`config.mk`:
```
export PLATFORM = sky130hd
export DESIGN_NAME = slir_ctrl
export DESIGN_NICKNAME = d
export VERILOG_FILES = /design/src/design/slir_pkg.sv /design/src/design/slir_ctrl.sv
export SDC_FILE = /design/constraint.sdc
export NUM_CORES = 1
export LEC_CHECK = 0
export ABC_AREA = 1
export CORE_AREA = 3 3 40 42
export DETAILED_ROUTE_END_ITERATION = 7
export DIE_AREA = 0 0 43 45
export DONT_BUFFER_PORTS = 1
export GPL_ROUTABILITY_DRIVEN = 0
export PLACE_DENSITY_LB_ADDON = 0.3
export SLEW_MARGIN = 30
export SYNTH_ARGS = -nofsm -noshare
export SYNTH_HDL_FRONTEND = slang
export SYNTH_SLANG_ARGS = --single-unit
```
`constraint.sdc`:
```
create_clock -name clk_i -period 2.2 [get_ports clk_i]
set_clock_uncertainty 0.05 [all_clocks]
set_input_delay 0.22 -clock clk_i [delete_from_list [all_inputs] [get_ports clk_i]]
set_output_delay 0.22 -clock clk_i [all_outputs]
set_load 0.05 [all_outputs]
```
`src/design/slir_pkg.sv`:
```
package slir_pkg;

  typedef enum logic [2:0] {
    S_IDLE,
    S_PROBE,
    S_CMP,
    S_RESOLVE,
    S_SHIFT,
    S_SHIFT_LAST,
    S_WRITE,
    S_DONE
  } state_e;

  // Commands from controller to datapath
  typedef struct packed {
    logic load;
    logic probe;
    logic miss;
    logic compare;
    logic resolve;
    logic shift;
    logic shift_last;
    logic write_new;
  } cmd_t;

  // Status from datapath to controller
  typedef struct packed {
    logic go;
    logic eq;
    logic insert_ok;
    logic need_shift;
    logic shift_end;
  } sts_t;

endpackage

```
`src/design/slir_ctrl.sv`:
```
module slir_ctrl (
  input  logic               clk_i,
  input  logic               rst_ni,
  input  logic               start,
  input  slir_pkg::sts_t     sts_i,
  output slir_pkg::cmd_t     cmd_o,
  output logic               busy,
  output logic               done_o
);

  slir_pkg::state_e state_q, state_d;

  always_ff @(posedge clk_i or negedge rst_ni) begin
    if (!rst_ni) begin
      state_q <= slir_pkg::S_IDLE;
    end else begin
      state_q <= state_d;
    end
  end

  always_comb begin
    state_d = state_q;
    cmd_o   = '0;
    unique case (state_q)
      slir_pkg::S_IDLE: begin
        if (start) begin
          cmd_o.load = 1'b1;
          state_d    = slir_pkg::S_PROBE;
        end
      end
      slir_pkg::S_PROBE: begin
        if (sts_i.go) begin
          cmd_o.probe = 1'b1;
          state_d     = slir_pkg::S_CMP;
        end else begin
          cmd_o.miss = 1'b1;
          state_d    = slir_pkg::S_RESOLVE;
        end
      end
      slir_pkg::S_CMP: begin
        cmd_o.compare = 1'b1;
        state_d       = sts_i.eq ? slir_pkg::S_RESOLVE : slir_pkg::S_PROBE;
      end
      slir_pkg::S_RESOLVE: begin
        cmd_o.resolve = 1'b1;
        if (!sts_i.insert_ok) begin
          state_d = slir_pkg::S_DONE;
        end else if (sts_i.need_shift) begin
          state_d = slir_pkg::S_SHIFT;
        end else begin
          state_d = slir_pkg::S_WRITE;
        end
      end
      slir_pkg::S_SHIFT: begin
        cmd_o.shift = 1'b1;
        if (sts_i.shift_end) begin
          state_d = slir_pkg::S_SHIFT_LAST;
        end
      end
      slir_pkg::S_SHIFT_LAST: begin
        cmd_o.shift_last = 1'b1;
        state_d          = slir_pkg::S_WRITE;
      end
      slir_pkg::S_WRITE: begin
        cmd_o.write_new = 1'b1;
        state_d         = slir_pkg::S_DONE;
      end
      slir_pkg::S_DONE: begin
        state_d = slir_pkg::S_IDLE;
      end
      default: begin
        state_d = slir_pkg::S_IDLE;
      end
    endcase
  end

  assign busy   = (state_q != slir_pkg::S_IDLE);
  assign done_o = (state_q == slir_pkg::S_DONE);

endmodule

```
==> results.json, run 1 <==
{
  "hold_class": "primary input to flop",
  "layout.nets": 58,
  "cts_resized": 0,
  "hold_start": "sts_i[3]",
  "area_growth_syn_to_layout_pct": 30.4,
  "netlist_area_sq_um": 280,
  "io_buffers": 0,
  "grt_pass1_vias": 247,
  "setup_viol": 0,
  "vias": 260,
  "finalSetupTns_ns": 0,
  "synth_cell_types": 15,
  "fin_cells": 64,
  "vias_per_cell": 4.06,
  "drv_slew": 0,
  "dp_hpwl_um": 475,
  "cp.required_ns": 1.93,
  "outcome": "complete, no violations",
  "rows": 13,
  "floorplan.io_pins": 18,
  "fillers": 150,
  "largest_reg_flops": 3,
  "die_w_um": 43,
  "drtIter0Drc": 5,
  "largest-register": "state_q",
  "firstDrtPassIters": 4,
  "timing.critical_path.from": "state_q[0]",
  "drt-total-wl_um": 590,
  "yosysSeqAreaShare_pct": 26.8,
  "syn_area_per_cell_sq_um": 7.01,
  "yosys_warnings": 0,
  "drive_gt1_share_pct": 42.9,
  "wl_per_cell_um": 9.22,
  "cts_buffers": 3,
  "cts_tree": "built",
  "reg.largest.list": "state_q (3)",
  "startpoint_type": "flop",
  "worst-path-max-fanout": 8,
  "rsz0062_at_grt": "false",
  "clk_path_buf_depth": 2,
  "drv_cap": 0,
  "grt_start_max_net_pins": 10,
  "cts.htree.levels": 1,
  "ant_nets": 0,
  "cts.sinks": 3,
  "slew_headroom_pct": 59.0,
  "endpoint_kind": "output port",
  "worst_pin_slew_ns": 0.614,
  "min_period_over_period_pct": 75.3,
  "r2r_slack_ns": 0.80,
  "route.detailed.drc": 0,
  "antenna_cells": 0,
  "timing.fmax_ghz": 0.603,
  "cts_root_buffer": "clkbuf_4",
  "grt_pass1_wl_um": 1020,
  "syn_nets": 48,
  "reg2reg_from": "state_q[2]",
  "ys_ff_latch": 3,
  "synth_cells": 40,
  "clk_transition_reported_paths_ns": 0.04,
  "min_period_ns": 1.66,
  "worst-setup-path-type": "flop to output port",
  "placed_cells": 59,
  "die_h_um": 45,
  "arrival_ns": 1.39,
  "grt_util_all_layers_pct": 8.01,
  "antenna_found_initial": 0,
  "die-area_sq_mm": 0.00194,
  "core_region_area_sq_mm": 0.00128,
  "clkLatencyLatePin_ns": 0.24,
  "gr-total-overflow": 0,
  "initial_core_util_pct": 21.8,
  "finalHoldViolCount": 0
}
## metrics by stage
step / hold slack [ns] / worst slack [ns] / util [%] / cell area (sq um)
finish: 0.0644 / 0.543 / 28.4 / 365
floorplan: -0.126 / 0.127 / - / 280
detailed placement: -0.125 / 0.781 / 25.6 / 329
CTS: 0.0628 / 0.523 / 28.4 / 365
global placement: -0.125 / 0.773 / 25.6 / 329
global route: 0.0648 / 0.466 / 28.4 / 365
## worst paths after layout
| check | to | depth (start not counted) |
|---|---|---|
| worst min register to register | state_q[1] | 2 |
| min in group asynchronous | state_q[1] | 1 |
| worst max register to register | state_q[1] | 5 |
| worst min-delay path | state_q[1] | 2 |
| worst max-delay path | cmd_o[1] | 2 |
| max in group asynchronous | state_q[2] | 1 |
## critical path, cell delays in order, from the launching register on
cell,delay [ns]
dfrtp_1,0.55
nand2_2,0.11
nor2_2,0.49
## final cells by class
cell class                      instances  area, sq um  area share [%]
Multi-Input combinational cell         27          161            44.2
Inverter                                9         36.3            9.93
Clock buffer                            4         26.3            7.19
Sequential cell                         3         75.1            20.5
Timing Repair Buffer                    6         47.5            13.0
Tap cell                               15         18.8            5.14
## metal layers
| metal | GRT usage (%) | wire length (um) |
|---|---|---|
| met5 | 0 | 0 |
| met3 | 3.59 | 26 |
| met4 | 10.8 | 20 |
| met2 | 10.5 | 321 |
| met1 | 8.25 | 221 |
## synth_stat cells
| cell type | number | area (sq um) |
|---|---|---|
| nand4_1 | 2 | 12.5 |
| inv_2 | 1 | 3.75 |
| nand2_2 | 2 | 12.5 |
| nand3_1 | 3 | 15.0 |
| nor2_2 | 4 | 25.0 |
| dfrtp_1 | 3 | 75.1 |
| nor3_1 | 1 | 5.00 |
| inv_4 | 1 | 6.26 |
| nor2_4 | 3 | 33.8 |
| nor3_2 | 1 | 10.0 |
| nand2_1 | 7 | 26.3 |
| nor2_1 | 3 | 11.3 |
| buf_4 | 1 | 7.51 |
| nand3_2 | 1 | 10.0 |
| inv_1 | 7 | 26.3 |
## kinds of logic (layout without fill, tap and decap cells)
logic type | Yosys count | after routing | synth area share [%]
AND/OR/NAND/NOR | 27 | 27 | 57.6
flip-flops | 3 | 3 | 26.8
buffers and inverters | 10 | 19 | 15.6
## layout by cell type (no fill, tap or decap)
| master | instances |
|---|---|
| nand2_2 | 2 |
| nand4_1 | 2 |
| clkbuf_4 | 3 |
| nor2_1 | 3 |
| nand3_1 | 3 |
| clkbuf_1 | 1 |
| nor3_2 | 1 |
| nor3_1 | 1 |
| inv_2 | 1 |
| buf_4 | 5 |
| dlygate4sd3_1 | 1 |
| dfrtp_1 | 3 |
| nand3_2 | 1 |
| nand2_1 | 7 |
| inv_1 | 7 |
| inv_4 | 1 |
| nor2_4 | 3 |
| nor2_2 | 4 |
## timing repair
| item | in CTS | in global routing |
|---|---|---|
| hold buffers | 1 | 0 |
| hold endpoints to repair | 3 | 0 |
| setup buffers | 0 | 0 |
Power of run 1 is left out: the tool's default activity adds up to more than one toggle a clock period on the data nets, which glitch-free logic cannot reach.
==> run 2, diff against run 1 <==
==> constraint.sdc (replaced) <==
create_clock -name clk_i -period 1.7 [get_ports clk_i]
set_clock_uncertainty 0.05 [all_clocks]
set_input_delay 0.17 -clock clk_i [delete_from_list [all_inputs] [get_ports clk_i]]
set_output_delay 0.17 -clock clk_i [all_outputs]
set_load 0.05 [all_outputs]
==> results.json, run 2 (synthesized netlist as in run 1, its figures left out) <==
{
  "outcome": "complete, no violations",
  "vias_per_cell": 4.03,
  "drv_slew": 0,
  "firstDrtPassIters": 3,
  "clk_transition_reported_paths_ns": 0.04,
  "floorplan.io_pins": 18,
  "vias": 266,
  "placed_cell_area_sq_um": 352,
  "largest-register": "state_q",
  "worst-setup-path-type": "flop to output port",
  "startpoint_type": "flop",
  "ant_nets": 0,
  "setup_slack_ns": 0.149,
  "grt_util_all_layers_pct": 7.43,
  "hold_start": "sts_i[3]",
  "finalSetupTns_ns": 0,
  "arrival_ns": 1.33,
  "die-area_sq_mm": 0.00194,
  "reg2reg_from": "state_q[0]",
  "core_region_area_sq_mm": 0.00128,
  "min_period_over_period_pct": 91.2,
  "die_w_um": 43,
  "clkLatencyLatePin_ns": 0.23,
  "dp_hpwl_um": 512,
  "grt_start_max_net_pins": 10,
  "grt_pass1_vias": 233,
  "cts.sinks": 3,
  "power_density_mw_per_mm2": 2580,
  "final_area_sq_um": 388,
  "initial_core_util_pct": 21.8,
  "io_buffers": 0,
  "cts_root_buffer": "clkbuf_4",
  "max-vdd-ir-drop_uv": 812,
  "gr-total-overflow": 0,
  "finalHoldViolCount": 0,
  "fin_cells": 66,
  "reg.largest.list": "state_q (3)",
  "antenna_cells": 0,
  "mostFrequentLayoutCells": "nand2_1 (7), inv_1 (7), buf_4 (7)",
  "min_period_ns": 1.55,
  "hold_class": "primary input to flop",
  "drive_gt1_share_pct": 49.0,
  "antenna_found_initial": 0,
  "area_growth_syn_to_layout_pct": 38.4,
  "clk_path_buf_depth": 2,
  "placed_cells": 61,
  "largest_reg_flops": 3,
  "route.detailed.drc": 0,
  "rsz0062_at_grt": "false",
  "grt_pass1_wl_um": 972,
  "die_h_um": 45,
  "endpoint_kind": "output port",
  "setup_viol": 0,
  "finish.utilization_pct": 30.2,
  "dp_slack_ns": 0.379,
  "worst-path-max-fanout": 8,
  "timing.critical_path.from": "state_q[0]",
  "drv_cap": 0,
  "layout.nets": 60,
  "wl_per_cell_um": 9.21,
  "cts_buffers": 3,
  "timing.fmax_ghz": 0.645,
  "worst_pin_slew_ns": 0.419,
  "leakagePower_nw": 0.201,
  "slew_headroom_pct": 72.0,
  "cts.htree.levels": 1,
  "rows": 13,
  "cts_tree": "built",
  "drtIter0Drc": 6,
  "cp.required_ns": 1.48,
  "drt-total-wl_um": 608
}
## run 2: cell types whose count changed in the layout (fill, tap and decap cells not counted), sizes merged
cell  delta
buf      +2
## run 2: repair_timing
| action | CTS | global route |
|---|---|---|
| endpoints found under the hold margin | 3 | 0 |
| resized for setup | 0 | 0 |
| hold buffers | 1 | 0 |
| setup buffers | 0 | 0 |
## run 2: cell type report
class / instances / area, sq um
Sequential cell: 3 / 75.1
Fill cell: 144 / 897
Clock buffer: 4 / 26.3
Inverter: 9 / 36.3
Tap cell: 15 / 18.8
Timing Repair Buffer: 8 / 62.6
Multi-Input combinational cell: 27 / 169
## run 2: metal layers
layer	GRT usage [%]	vias up	share of wire [%]
met5	0	-	0
met4	9.04	0	0
met3	3.19	0	7.7
met2	9.88	11	50
met1	8.01	113	42
li1	-	142	-
## run 2: power breakdown
part / internal [mW] / total (mW) / switching, mW
combinational: 0.187 / 0.683 / 0.496
sequential: 0.110 / 0.194 / 0.0837
clock: 0.0879 / 0.124 / 0.0365
## run 2: critical path, cell delays in order, from the launching register on
cell and delay [ns]:
dfrtp_1 0.50, nor2_4 0.18, nand2_1 0.08, inv_1 0.33
## run 2: final timing paths
| check | to | slack [ns] | cells after the start |
|---|---|---|---|
| setup reg to reg | state_q[1] | 0.38 | 4 |
| max in group asynchronous | state_q[1] | 1.31 | 1 |
| hold reg to reg | state_q[1] | 0.64 | 2 |
| min in group asynchronous | state_q[0] | 0.14 | 1 |
| setup / recovery | cmd_o[0] | 0.15 | 3 |
| hold / removal | state_q[1] | 0.03 | 2 |
## run 2: stage by stage
step           power (mW)  hold WS, ns
6_report             1.00       0.0265
5_1_grt              1.07       0.0505
4_1_cts              1.02       0.0278
3_5_place_dp        0.884       -0.175
3_3_place_gp        0.888       -0.176
2_1_floorplan       0.767       -0.176
(Power assumes the default switching activity.)
==> run 3, diff against run 2 <==
--- a/config.mk
+++ b/config.mk
@@ -5,7 +5,6 @@
 export SDC_FILE = /design/constraint.sdc
 export NUM_CORES = 1
 export LEC_CHECK = 0
-export ABC_AREA = 1
 export CORE_AREA = 3 3 40 42
 export DETAILED_ROUTE_END_ITERATION = 7
 export DIE_AREA = 0 0 43 45
==> results.json, run 3 <==
{
  "drive_gt1_share_pct": 57.1,
  "clk_transition_reported_paths_ns": 0.04,
  "synth_cell_types": 22,
  "synth_xor_area_share_pct": 3.20,
  "cts_root_buffer": "clkbuf_4",
  "ys_ff_latch": 3,
  "vias": 254,
  "synth_common_cells": "dfrtp_1 (3), a21oi_1 (2), and3b_1 (2), buf_4 (2), nor2_1 (2)",
  "drtIter0Drc": 0,
  "rows": 13,
  "async_flop_share_pct": 100,
  "synth_compound_area_share_pct": 14.2,
  "min_period_ns": 1.59,
  "outcome": "complete, no violations",
  "largest-register": "state_q",
  "max-vdd-ir-drop_uv": 740,
  "netlist_area_sq_um": 274,
  "syn_area_per_cell_sq_um": 9.79,
  "power_mw": 1.08,
  "drv_cap": 0,
  "synth_fa_ha_area_share_pct": 0,
  "fillers": 144,
  "clkLatencyLatePin_ns": 0.23,
  "floorplan.io_pins": 18,
  "yosys.area.top_type": "dfrtp_1",
  "die-area_sq_mm": 0.00194,
  "synth_top_family_by_area": "simple AND/OR/NAND/NOR gates",
  "synth_mux_area_share_pct": 3.65,
  "mostFrequentLayoutCells": "buf_4 (11), clkbuf_4 (3)",
  "die_h_um": 45,
  "min_period_over_period_pct": 93.7,
  "gr-total-overflow": 0,
  "area_growth_syn_to_layout_pct": 57.1,
  "antenna_cells": 0,
  "leakagePower_nw": 0.205,
  "synth_edf_count": 0,
  "arrival_ns": 1.37,
  "firstDrtPassIters": 1,
  "worst-path-max-fanout": 10,
  "yosys_warnings": 0,
  "clk_path_buf_depth": 2,
  "ant_nets": 0,
  "largest_reg_flops": 3,
  "core_region_area_sq_mm": 0.00128,
  "cp.required_ns": 1.48,
  "synth_cells": 28,
  "final_common_cell": "buf_4",
  "synth-main-ff-cell": "dfrtp_1",
  "grt_pass1_vias": 284,
  "vias_per_cell": 4.46,
  "grt_pass1_wl_um": 1220,
  "rsz0062_at_grt": "false",
  "synth_simple_gate_area_share_pct": 40.6,
  "layout.nets": 51,
  "route.detailed.drc": 0,
  "finalHoldViolCount": 0,
  "cts.sinks": 3,
  "placed_cells": 52,
  "syn_nets": 36,
  "antenna_found_initial": 0,
  "wl_per_cell_um": 12.0,
  "worst-setup-path-type": "flop to output port",
  "endpoint_kind": "output port",
  "reg.largest.list": "state_q (3)",
  "startpoint_type": "flop",
  "die_w_um": 43,
  "setup_viol": 0,
  "drt-total-wl_um": 685,
  "grt_start_max_net_pins": 14,
  "finalSetupTns_ns": 0,
  "worst_pin_slew_ns": 0.265,
  "synthTopCellsByArea": "dfrtp_1 (27%), and3b_1 (6.4%), buf_4 (5.5%), nor4b_2 (5.5%), nor3b_2 (4.6%)",
  "drv_slew": 0,
  "io_buffers": 0,
  "netlist.area_leader.share_pct": 27.4,
  "grt_util_all_layers_pct": 8.69,
  "synth.most_common_cell": "dfrtp_1",
  "yosysSeqAreaShare_pct": 27.4,
  "cts_buffers": 3,
  "initial_core_util_pct": 21.3,
  "cts_tree": "built",
  "fin_cells": 57,
  "hold_class": "primary input to flop",
  "power_density_mw_per_mm2": 2520,
  "cts.htree.levels": 1,
  "timing.fmax_ghz": 0.628,
  "slew_headroom_pct": 82.5
}
==> run 3: cell types whose count changed after synthesis, moves of 2 or more <==
| cell | delta |
|---|---|
| nor2_2 | -3 |
| and3b_1 | +2 |
| nand2_1 | -6 |
| nand4_1 | -2 |
| a21oi_1 | +2 |
| nor2_4 | -3 |
| nand3_1 | -3 |
| inv_1 | -6 |
==> run 3: worst paths after layout <==
check	depth (start not counted)	slack (ns)	end	startpoint
worst max-delay path	3	0.11	cmd_o[6]	state_q[1]
worst min-delay path	2	0.02	state_q[0]	start
worst max register to register	4	0.57	state_q[0]	state_q[1]
worst min register to register	2	0.62	state_q[2]	state_q[2]
max in group asynchronous	1	1.30	state_q[1]	rst_ni
min in group asynchronous	1	0.14	state_q[2]	rst_ni
==> run 3: worst max-delay path: stages, from the launching register on <==
cell      delay, ns
dfrtp_2        0.46
buf_4          0.18
nor4bb_4       0.26
buf_4          0.23
==> run 3: cell families after synthesis <==
kind of cell	Yosys count
simple gates	14
compound gates	5
buf+inv	4
flops	3
xor+xnor	1
mux	1
==> run 3: layer usage <==
| metal | global-route usage, % | share of wire, % | wire, um |
|---|---|---|---|
| met2 | 12.0 | 44 | 301 |
| met4 | 7.23 | 0 | 0 |
| met5 | 0 | 0 | 0 |
| met3 | 4.78 | 7.9 | 54 |
| met1 | 9.73 | 48 | 328 |
==> run 3: per-stage QoR <==
stage / hold WS [ns] / area, sq um / util, % / worst slack (ns)
final: 0.0182 / 430 / 33.5 / 0.108
after global routing: 0.0165 / 430 / 33.5 / 0.0424
after CTS: 0.0112 / 429 / 33.4 / 0.0582
after detailed placement: -0.176 / 393 / 30.6 / 0.314
after global placement: -0.175 / 393 / 30.6 / 0.337
after floorplan: -0.176 / 298 / - / 0.158
==> run 3: cell type report <==
class | instances | area [sq um] | area share, %
Multi-Input combinational cell | 21 | 193 | 44.8
Inverter | 1 | 3.75 | 0.872
Sequential cell | 3 | 76.3 | 17.7
Timing Repair Buffer | 13 | 113 | 26.2
Clock buffer | 4 | 26.3 | 6.10
Tap cell | 15 | 18.8 | 4.36
==> run 3: timing repair <==
| item | CTS | global route |
|---|---|---|
| buffers inserted | 0 | 0 |
| setup endpoints to repair | 0 | 2 |
| gates resized for setup | 0 | 1 |
| hold buffers | 1 | 0 |
| endpoints found under the hold margin | 3 | 0 |
==> run 3: where the power goes <==
group | switching, mW | internal [mW]
Combinational | 0.499 | 0.304
Clock | 0.0362 | 0.0879
Sequential | 0.0428 | 0.114
Total | 0.578 | 0.506
